**src/design/bgc_pkg.sv**
```systemverilog
`default_nettype none

package bgc_pkg;

   // counter widths
   localparam int TICK_COUNTER_WIDTH  = 16;
   localparam int CLICK_COUNTER_WIDTH = 4;

   // configuration port geometry
   localparam int CSR_INDEX_WIDTH = 3;
   localparam int CSR_DATA_WIDTH  = 16;
   localparam int CLICK_LIMIT_WIDTH = 4;

   // register indexes
   typedef enum logic [CSR_INDEX_WIDTH-1:0] {
      CSR_DEBOUNCE_PRESS   = 3'd0,
      CSR_DEBOUNCE_RELEASE = 3'd1,
      CSR_CLICK_MAX        = 3'd2,
      CSR_SHORT_MAX        = 3'd3,
      CSR_LONG_MAX         = 3'd4,
      CSR_BURST_GAP        = 3'd5,
      CSR_CLICK_LIMIT      = 3'd6
   } csr_index_type;

   // reset values of the configuration registers
   localparam logic [CSR_DATA_WIDTH-1:0]    DEBOUNCE_PRESS_RESET   = 16'd2;
   localparam logic [CSR_DATA_WIDTH-1:0]    DEBOUNCE_RELEASE_RESET = 16'd2;
   localparam logic [CSR_DATA_WIDTH-1:0]    CLICK_MAX_RESET        = 16'd200;
   localparam logic [CSR_DATA_WIDTH-1:0]    SHORT_MAX_RESET        = 16'd500;
   localparam logic [CSR_DATA_WIDTH-1:0]    LONG_MAX_RESET         = 16'd1000;
   localparam logic [CSR_DATA_WIDTH-1:0]    BURST_GAP_RESET        = 16'd100;
   localparam logic [CLICK_LIMIT_WIDTH-1:0] CLICK_LIMIT_RESET      = 4'd5;

   // result event codes
   typedef enum logic [1:0] {
      EVENT_NONE  = 2'd0,
      EVENT_BURST = 2'd1,
      EVENT_SHORT = 2'd2,
      EVENT_LONG  = 2'd3
   } event_kind_type;

endpackage

`default_nettype wire

```
**src/design/button_gesture_classifier.sv**
```systemverilog
`default_nettype none

// Classifies a sampled key level, one sample per transaction, into click bursts,
// short presses and long presses, and reports hold flags while the key is down.
// Every accepted sample yields exactly one result transaction in the next cycle.
// A sample can be accepted in every cycle: the whole update is a single pass of
// compares and counter increments into one result register, and req_stall is
// raised only while that register holds a result that the consumer is stalling.
// The user must write configuration registers via the csr_ port only while no
// sample is in flight, unenforced by the block; unused-index writes are dropped.
module button_gesture_classifier (
   input  wire logic                                   clock,
   input  wire logic                                   reset,
   // sample channel
   input  wire logic                                   req_valid,
   output logic                                        req_stall,
   input  wire logic                                   req_key_pressed,
   // result channel
   output logic                                        rsp_valid,
   input  wire logic                                   rsp_stall,
   output logic [1:0]                                  rsp_event_kind,
   output logic [bgc_pkg::CLICK_COUNTER_WIDTH-1:0]     rsp_burst_clicks,
   output logic                                        rsp_hold_short_reached,
   output logic                                        rsp_hold_long_reached,
   output logic                                        rsp_click_registered,
   // configuration
   input  wire logic                                   csr_write_en,
   input  wire logic [bgc_pkg::CSR_INDEX_WIDTH-1:0]    csr_index,
   input  wire logic [bgc_pkg::CSR_DATA_WIDTH-1:0]     csr_wdata
);

   // configuration registers
   logic [bgc_pkg::TICK_COUNTER_WIDTH-1:0] deb_press_ff;
   logic [bgc_pkg::TICK_COUNTER_WIDTH-1:0] deb_release_ff;
   logic [bgc_pkg::TICK_COUNTER_WIDTH-1:0] click_max_ff;
   logic [bgc_pkg::TICK_COUNTER_WIDTH-1:0] short_max_ff;
   logic [bgc_pkg::TICK_COUNTER_WIDTH-1:0] long_max_ff;
   logic [bgc_pkg::TICK_COUNTER_WIDTH-1:0] burst_gap_ff;
   logic [bgc_pkg::CLICK_LIMIT_WIDTH-1:0]  click_limit_ff;

   // gesture state
   logic [bgc_pkg::TICK_COUNTER_WIDTH-1:0]  press_ff, press_in;
   logic [bgc_pkg::TICK_COUNTER_WIDTH-1:0]  release_ff, release_in;
   logic [bgc_pkg::CLICK_COUNTER_WIDTH-1:0] click_ff, click_in;

   // result register
   logic                                    rsp_valid_ff, rsp_valid_in;
   bgc_pkg::event_kind_type                 kind_ff, kind_in;
   logic [bgc_pkg::CLICK_COUNTER_WIDTH-1:0] burst_ff, burst_in;
   logic                                    hold_s_ff, hold_s_in;
   logic                                    hold_l_ff, hold_l_in;
   logic                                    clicked_ff, clicked_in;

   logic                                    accept;
   logic                                    burst_end;
   logic                                    burst_report;
   logic                                    classify;
   logic [bgc_pkg::TICK_COUNTER_WIDTH-1:0]  press_inc;
   logic [bgc_pkg::TICK_COUNTER_WIDTH-1:0]  release_inc;
   logic [bgc_pkg::CLICK_COUNTER_WIDTH-1:0] click_base;

   // handshake: stall only while a finished result is held back
   assign req_stall    = rsp_valid_ff & rsp_stall;
   assign accept       = req_valid & ~req_stall;
   assign rsp_valid_in = accept | (rsp_valid_ff & rsp_stall);

   // configuration writes
   always_ff @(posedge clock) begin
      if (reset) begin
         deb_press_ff   <= bgc_pkg::DEBOUNCE_PRESS_RESET;
         deb_release_ff <= bgc_pkg::DEBOUNCE_RELEASE_RESET;
         click_max_ff   <= bgc_pkg::CLICK_MAX_RESET;
         short_max_ff   <= bgc_pkg::SHORT_MAX_RESET;
         long_max_ff    <= bgc_pkg::LONG_MAX_RESET;
         burst_gap_ff   <= bgc_pkg::BURST_GAP_RESET;
         click_limit_ff <= bgc_pkg::CLICK_LIMIT_RESET;
      end else if (csr_write_en) begin
         unique case (bgc_pkg::csr_index_type'(csr_index))
            bgc_pkg::CSR_DEBOUNCE_PRESS:   deb_press_ff   <= csr_wdata;
            bgc_pkg::CSR_DEBOUNCE_RELEASE: deb_release_ff <= csr_wdata;
            bgc_pkg::CSR_CLICK_MAX:        click_max_ff   <= csr_wdata;
            bgc_pkg::CSR_SHORT_MAX:        short_max_ff   <= csr_wdata;
            bgc_pkg::CSR_LONG_MAX:         long_max_ff    <= csr_wdata;
            bgc_pkg::CSR_BURST_GAP:        burst_gap_ff   <= csr_wdata;
            bgc_pkg::CSR_CLICK_LIMIT:
               click_limit_ff <= csr_wdata[bgc_pkg::CLICK_LIMIT_WIDTH-1:0];
            default: ;
         endcase
      end
   end

   // saturating increments
   assign press_inc   = (&press_ff) ? press_ff : press_ff + 1'b1;
   assign release_inc = (&release_ff) ? release_ff : release_ff + 1'b1;

   // burst check uses the release time from before this transaction
   assign burst_end    = release_ff > burst_gap_ff;
   assign burst_report = burst_end && (click_ff != '0) && (click_ff <= click_limit_ff);
   assign click_base   = burst_end ? '0 : click_ff;
   assign classify     = !req_key_pressed && (press_ff > deb_press_ff)
                         && (release_inc >= deb_release_ff);

   // hold and release checks
   always_comb begin
      press_in   = press_ff;
      release_in = release_ff;
      click_in   = click_base;
      kind_in    = burst_report ? bgc_pkg::EVENT_BURST : bgc_pkg::EVENT_NONE;
      burst_in   = burst_report ? click_ff : '0;
      hold_s_in  = 1'b0;
      hold_l_in  = 1'b0;
      clicked_in = 1'b0;
      if (req_key_pressed) begin
         press_in   = press_inc;
         release_in = '0;
         hold_s_in  = press_inc > click_max_ff;
         hold_l_in  = (press_inc > click_max_ff) && (press_inc > short_max_ff);
      end else begin
         release_in = release_inc;
         if (classify) begin
            press_in = '0;
            priority if (press_ff < short_max_ff && press_ff > click_max_ff) begin
               kind_in = bgc_pkg::EVENT_SHORT;
            end else if (press_ff < long_max_ff && press_ff > short_max_ff) begin
               kind_in = bgc_pkg::EVENT_LONG;
            end else if (press_ff < click_max_ff) begin
               click_in   = (&click_base) ? click_base : click_base + 1'b1;
               clicked_in = 1'b1;
            end else begin
               // duration on a threshold or beyond the long bound: no event
            end
         end
      end
   end

   // state and result registers
   always_ff @(posedge clock) begin
      if (reset) begin
         press_ff     <= '0;
         release_ff   <= '0;
         click_ff     <= '0;
         rsp_valid_ff <= 1'b0;
      end else begin
         rsp_valid_ff <= rsp_valid_in;
         if (accept) begin
            press_ff   <= press_in;
            release_ff <= release_in;
            click_ff   <= click_in;
         end
      end
   end

   always_ff @(posedge clock) begin
      if (accept) begin
         kind_ff    <= kind_in;
         burst_ff   <= burst_in;
         hold_s_ff  <= hold_s_in;
         hold_l_ff  <= hold_l_in;
         clicked_ff <= clicked_in;
      end
   end

   // result ports
   assign rsp_valid              = rsp_valid_ff;
   assign rsp_event_kind         = kind_ff;
   assign rsp_burst_clicks       = burst_ff;
   assign rsp_hold_short_reached = hold_s_ff;
   assign rsp_hold_long_reached  = hold_l_ff;
   assign rsp_click_registered   = clicked_ff;

endmodule

`default_nettype wire

```
**config.mk**
```make
export PLATFORM = sky130hd
export DESIGN_NAME = button_gesture_classifier
export DESIGN_NICKNAME = d
export VERILOG_FILES = /design/src/design/bgc_pkg.sv /design/src/design/button_gesture_classifier.sv
export SDC_FILE = /design/constraint.sdc
export NUM_CORES = 1
export LEC_CHECK = 0
export ABC_AREA = 1
export BUFFER_PORTS_ARGS = -buffer_cell sky130_fd_sc_hd__buf_2
export CAP_MARGIN = 20
export CORE_MARGIN = 3
export CORE_UTILIZATION = 63
export CTS_CLUSTER_DIAMETER = 30
export DETAILED_ROUTE_END_ITERATION = 6
export GPL_TIMING_DRIVEN = 0
export HOLD_SLACK_MARGIN = 0.05
export PLACE_DENSITY = 0.81
export RECOVER_POWER = 25
export REMOVE_ABC_BUFFERS = 1
export SLEW_MARGIN = 20
export SYNTH_ARGS = -nofsm -noshare
export SYNTH_HDL_FRONTEND = slang
export SYNTH_SLANG_ARGS = --single-unit
```
**constraint.sdc**
```tcl
create_clock -name clock -period 3.5 [get_ports clock]
set_input_delay 0.525 -clock clock [delete_from_list [all_inputs] [get_ports clock]]
set_output_delay 0.525 -clock clock [all_outputs]
set_load 0.1 [all_outputs]
```
=== Word level (Yosys, flattened, before mapping) ===
Cells that the tools add are included.

* Register bits after elaboration: 146
* Bits of input ports: 25
* Output and inout bits: 11
* Logic and storage cells: 82

* Add/sub/neg operators: 3
* Magnitude comparators: 11
* Equal/unequal tests: 6
* Mux-type cells: 18
* Bitwise operators: 5
* Reduce and logical (&&, ||, !) cells: 23

{| class="wikitable"
|+ Operators by type and width
! operator !! number
|-
| 16-bit > comparator || 6
|-
| 16-bit 2-to-1 mux || 5
|-
| 16-bit less-than comparator || 3
|-
| 16-bit by 1-bit adder with 16-bit output (second input constant) || 2
|-
| 16-bit AND reduction || 2
|-
| 4-bit 2-to-1 mux || 7
|-
| 16-bit >= comparator || 1
|-
| 2-bit AND reduction || 8
|-
| 3-bit == test (second input constant) || 3
|-
| 2-bit 2-to-1 mux || 4
|-
| 1-bit logical AND || 7
|-
| 3-bit by 2-bit == test with 1-bit output (second input constant) || 2
|-
| 4-bit by 1-bit adder with 4-bit output (second input constant) || 1
|-
| 4-bit less-or-equal comparator || 1
|-
| 4-bit AND reduction || 1
|-
| 4-bit nonzero test || 1
|-
| 4-bit OR reduction || 1
|-
| 3-bit by 1-bit == test with 1-bit output (second input constant) || 1
|-
| 3-bit zero test || 1
|-
| 1-bit AND || 2
|-
| 1-bit 2-to-1 mux || 2
|-
| 1-bit inverter || 2
|-
| 2-bit nonzero test || 1
|-
| 1-bit zero test || 1
|-
| 1-bit OR || 1
|}

=== Logic depth before layout (Yosys ltp) ===
* Word-level depth: 9
* Mapped depth: 23
* Depth with buffers taken out: 23

=== Worst setup path after synthesis ===
No wires, ideal clock.

* Kind: reg2reg
* Start point: reg rsp_valid_ff, in the netlist rsp_valid
* End point: reg click_ff[3] (netlist bit)
* Library setup time: 0.071 ns
* Arrival time: 2.928 ns
* Data required time: 3.429 ns
* Path slack: 0.502 ns
* Stages on the path, launching flop included: 9
* Buffers on the path: 2
* Period minus slack after synthesis: 2.998 ns
* Cell sequence: dfxtp_1 > nand2_1 > inv_1 > nor2_2 > inv_1 > clkbuf_1 > clkbuf_1 > nand2_1 > a21oi_1

* Longest elaborated chain between the ends: 3

{| class="wikitable"
|+ Ends and longest elaborated chain
! item !! RTL line !! RTL
|-
| start: declaration || button_gesture_classifier.sv:47 || <nowiki>logic rsp_valid_ff, rsp_valid_in;</nowiki>
|-
| start signal: assignment || button_gesture_classifier.sv:144 || <nowiki>rsp_valid_ff <= rsp_valid_in;</nowiki>
|-
| 1-bit AND || button_gesture_classifier.sv:63 || <nowiki>assign req_stall = rsp_valid_ff & rsp_stall;</nowiki>
|-
| net req_stall || button_gesture_classifier.sv:16 || <nowiki>output logic req_stall,</nowiki>
|-
| 1-bit inverter || button_gesture_classifier.sv:64 || <nowiki>assign accept = req_valid & ~req_stall;</nowiki>
|-
| 1-bit AND || button_gesture_classifier.sv:64 ||
|-
| net accept || button_gesture_classifier.sv:54 || <nowiki>logic accept;</nowiki>
|-
| end signal: assignment || button_gesture_classifier.sv:148 || <nowiki>click_ff <= click_in;</nowiki>
|-
| end: declaration || button_gesture_classifier.sv:44 || <nowiki>logic [bgc_pkg::CLICK_COUNTER_WIDTH-1:0] click_ff, click_in;</nowiki>
|}

The timed path passes the listed nets, and every way through them passes these cells.
A chain may end at the register's enable or synchronous reset.

=== Worst setup path after layout ===
* Start point: reg press_ff[4] (netlist bit)
* End point: reg hold_l_ff, in the netlist rsp_hold_long_reached, data pin

* Longest elaborated chain between the ends: 4
* Elaborated cells between the ends (all ways): 6
* Classes of those cells: add/sub (1); order compare (2); mux (1); reduce/logical (2)

{| class="wikitable"
|+ Ends and longest elaborated chain
! item !! RTL line !! RTL
|-
| start: declaration || button_gesture_classifier.sv:42 || <nowiki>logic [bgc_pkg::TICK_COUNTER_WIDTH-1:0] press_ff, press_in;</nowiki>
|-
| start signal: assignment || button_gesture_classifier.sv:146 || <nowiki>press_ff <= press_in;</nowiki>
|-
| 16-bit by 1-bit adder with 16-bit output or 16-bit AND reduction (tied branches) || button_gesture_classifier.sv:93 || <nowiki>assign press_inc = (&press_ff) ? press_ff : press_ff + 1'b1;</nowiki>
|-
| 16-bit 2-to-1 mux (*) || button_gesture_classifier.sv:93 ||
|-
| 16-bit > comparator || button_gesture_classifier.sv:117 || <nowiki>hold_l_in = (press_inc > click_max_ff) && (press_inc > short_max_ff);</nowiki>
|-
| 1-bit logical AND (*) || button_gesture_classifier.sv:117 ||
|-
| end signal: assignment || button_gesture_classifier.sv:158 || <nowiki>hold_l_ff <= hold_l_in;</nowiki>
|-
| end: declaration || button_gesture_classifier.sv:51 || <nowiki>logic hold_l_ff, hold_l_in;</nowiki>
|}

Mark *: on every way between the ends. The rest lies on a longest branch, timed or not.

==> flow_metrics.py <==
metrics = {
    "cells_and_area": {
        "num_antenna_cells": 0,
        "ff_latch_area_um2": 3020,
        "multi_input_area_um2": 5500,
        "final_cell_mix": "nand2_1, a21oi_1, inv_1",
        "layout_commonest_cell": "nand2_1",
        "num-nets-final": 1431,
        "area_growth_pct": 10.2,
        "nFillCells": 1139,
        "drive_above_1_share": 0.107,
    },
    "setup_path": {
        "worstSetupPathType": "reg -> reg",
        "arrival_ns": 3.68,
        "cp_common_cell": "nand2_1",
        "r2r_end": "rsp_hold_long_reached",
        "cp_slowest_cell": "dfxtp_1",
        "max_stage_delay_ns": 0.62,
        "crit_fanout": 9,
        "endpoint_kind": "register",
        "worst_setup_path_start_kind": "register",
        "reg2reg_from": "press_ff[4]",
        "crit_path_cell_trace": "nand3_4 -> nor2_2 -> nand3_2 -> nor3_2 -> nand2_2 -> nor2_2 -> xnor2_1 -> nand2_2 -> ha_1 -> nand2_1 -> inv_1 -> nand3_1 -> nor3_1 -> nand2_1 -> o2111ai_1 -> nand2_1 -> nor2_1",
        "rr_worst_depth": 17,
        "critPathRequiredTime_ns": 3.79,
        "regToRegSetupSlack_ns": 0.11,
    },
    "sta": {
        "setup_tns_ns": 0,
        "finalCriticalPeriod_ns": 3.39,
        "setup_viol": 0,
        "whs_ns": 0.358,
        "worstMarginPinSlew_ns": 2.37,
        "max_slew_margin": -0.581,
        "hold_viol": 0,
        "clock.fmax_mhz": 295,
        "fin_skew_ns": 0.00702,
        "drv_slew": 95,
        "fin_crit_sh": 0.969,
    },
    "power_and_ir_drop": {
        "power_leakage_nw": 4.77,
        "ir_worst_vdd_mv": 0.376,
        "power_density_nw_per_um2": 381,
        "total_power_mw": 3.88,
    },
    "route": {
        "routed_wl_mm": 22.7,
        "drc_errors": 0,
        "dr.pass1.iters": 5,
        "drt_iter0_drc": 551,
        "avgRoutedWirePerCell_um": 15.5,
        "via_count": 8308,
        "routed_via_density": 5.67,
        "antenna_left": 0,
    },
    "synth": {
        "ys_warn_count": 0,
        "avgSynthCellArea_um2": 7.40,
        "netlist-cell-type-count": 46,
        "syn-cell-area_um2": 9240,
        "synth-seq-cells": 146,
        "postSynthCellCount": 1248,
        "synth-seq-area-share": 0.326,
        "async_flop_share": 0,
        "synthFlopType": "dfxtp_1",
        "synth_edf_count": 9,
    },
    "die": {
        "top_level_ports": 36,
        "die_h_um": 127,
        "core-area_um2": 14100,
        "dieArea_um2": 16200,
        "initial_utilization": 0.656,
        "placementRows": 43,
        "die_x_um": 127,
    },
    "global_route": {
        "grt_pass1_vias": 7715,
        "antenna_found_initial": 0,
        "grt_max_degree": 95,
        "track_usage": 0.281,
        "grt-ovfl-total": 0,
        "grt_first_pass_wirelength_mm": 36.7,
    },
    "hold_path": {
        "holdPathStages": 3,
        "hp-start": "rsp_stall",
        "hold_end": "rsp_valid",
        "hp-class": "in -> reg",
    },
    "run": {
        "drv_cap": 1,
    },
    "clock_network": {
        "cts_buffers": 17,
        "clock_path_buffers": 2,
        "cts_sinks": 146,
        "clock_latency_ns": 0.43,
        "clk_pin_slew_ns": 0.06,
        "root_buffer": "clkbuf_16",
        "htree_levels": 4,
        "cts_tree": "done",
    },
    "place": {
        "place_hpwl_mm": 16.2,
        "numPortBuffers": 35,
        "gp_congestion": 0.897,
    },
    "outcome": {
        "violations": "capacitance limit, slew limit",
        "status": "finished, violations left",
    },
}
==> logic make-up (layout without fill, tap and decap cells) <==
| kind of cell | Yosys count | after routing | synth area share |
|---|---|---|---|
| and+or+nand+nor | 414 | 415 | 0.199 |
| DFF | 146 | 146 | 0.326 |
| AOI/OAI and AO/OA | 320 | 320 | 0.187 |
| adders and majority gates | 134 | 134 | 0.181 |
| xor gates and xnor gates | 17 | 17 | 0.0169 |
| buffers and inverters | 217 | 253 | 0.0895 |
==> per-stage QoR <==
stage          instance area [µm²]  cells  setup slack [ns]   util
6_report                     10200   1465             0.110  0.722
3_3_place_gp                  9500   1429            -0.184  0.674
5_1_grt                      10200   1465           -0.0254  0.722
2_1_floorplan                 9100   1214             0.359      -
3_5_place_dp                  9520   1430            -0.219  0.675
4_1_cts                      10100   1462            0.0230  0.716
==> repair_timing <==
item,in CTS,in global routing
pin swaps,0,10
cloned,0,1
resized for setup,3,23
endpoints found under the hold margin,0,0
hold buffers,0,0
buffers inserted,0,2
endpoints found under the setup margin,18,23
==> cell type report <==
type                       count  area share
timing repair buffer          38      0.0181
clock buffer                  21      0.0472
inverter                     183      0.0675
tap                          180      0.0221
sequential                   146       0.297
clock inverter                11     0.00836
multi-input combinational    886       0.540
==> cell usage after synthesis (all sizes together) (2+ instances only) <==
cell type	instances	area share
a21o	2	0.0016
a21oi	182	0.10
a31oi	2	0.0014
buf	3	0.0026
clkbuf	31	0.013
dfxtp	137	0.30
edfxtp	9	0.029
ha	134	0.18
inv	183	0.074
nand2	255	0.11
nand3	32	0.021
nand4	11	0.0074
nor2	94	0.044
nor3	15	0.014
nor4	3	0.0020
o211ai	18	0.015
o21a	7	0.0058
o21ai	102	0.056
o21bai	2	0.0016
xnor2	7	0.0066
xor2	10	0.010
==> critical path, delay by kind of cell, from the launching register on <==
kind | cells | cell delay (ns)
flip-flops | 1 | 0.62
XOR/XNOR | 1 | 0.14
adder cells (fa/ha/maj) | 1 | 0.30
AO/OA/AOI/OAI | 1 | 0.16
AND/OR/NAND/NOR | 13 | 1.96
buffers and inverters | 1 | 0.07
==> how the worst max path moves through the flow <==
stage / start / endpoint / cells after the start
after global routing: release_ff[1] / click_ff[0] / 21
after CTS: release_ff[0] / click_ff[0] / 21
after global placement: release_ff[0] / press_ff[15] / 20
after floorplan: rsp_valid / press_ff[14] / 7
after detailed placement: release_ff[0] / press_ff[15] / 20
final: press_ff[4] / rsp_hold_long_reached / 17
==> state kept, by name, summed over array words and instances (netlist names), 2 cells and up <==
signal,flops
long_max_ff,16
click_max_ff,16
rsp_event_kind,2
burst_gap_ff,16
deb_press_ff,16
release_ff,16
short_max_ff,16
rsp_burst_clicks,4
press_ff,16
deb_release_ff,16
click_limit_ff,4
click_ff,4
==> report_power, final <==
part | switching (mW) | leakage [nW] | internal, mW
clock network | 0.716 | 0.284 | 1.04
registers | 0.0162 | 1.21 | 1.73
logic | 0.277 | 3.28 | 0.102
total | 1.01 | 4.77 | 2.87
==> routing by layer <==
layer	vias up	wire (µm)	global-route usage
met5	-	0	0
met4	0	749	0.114
met3	64	1230	0.0493
met2	221	10900	0.467
met1	3824	9880	0.362
li1	4199	-	-
(Power assumes the default switching activity.)
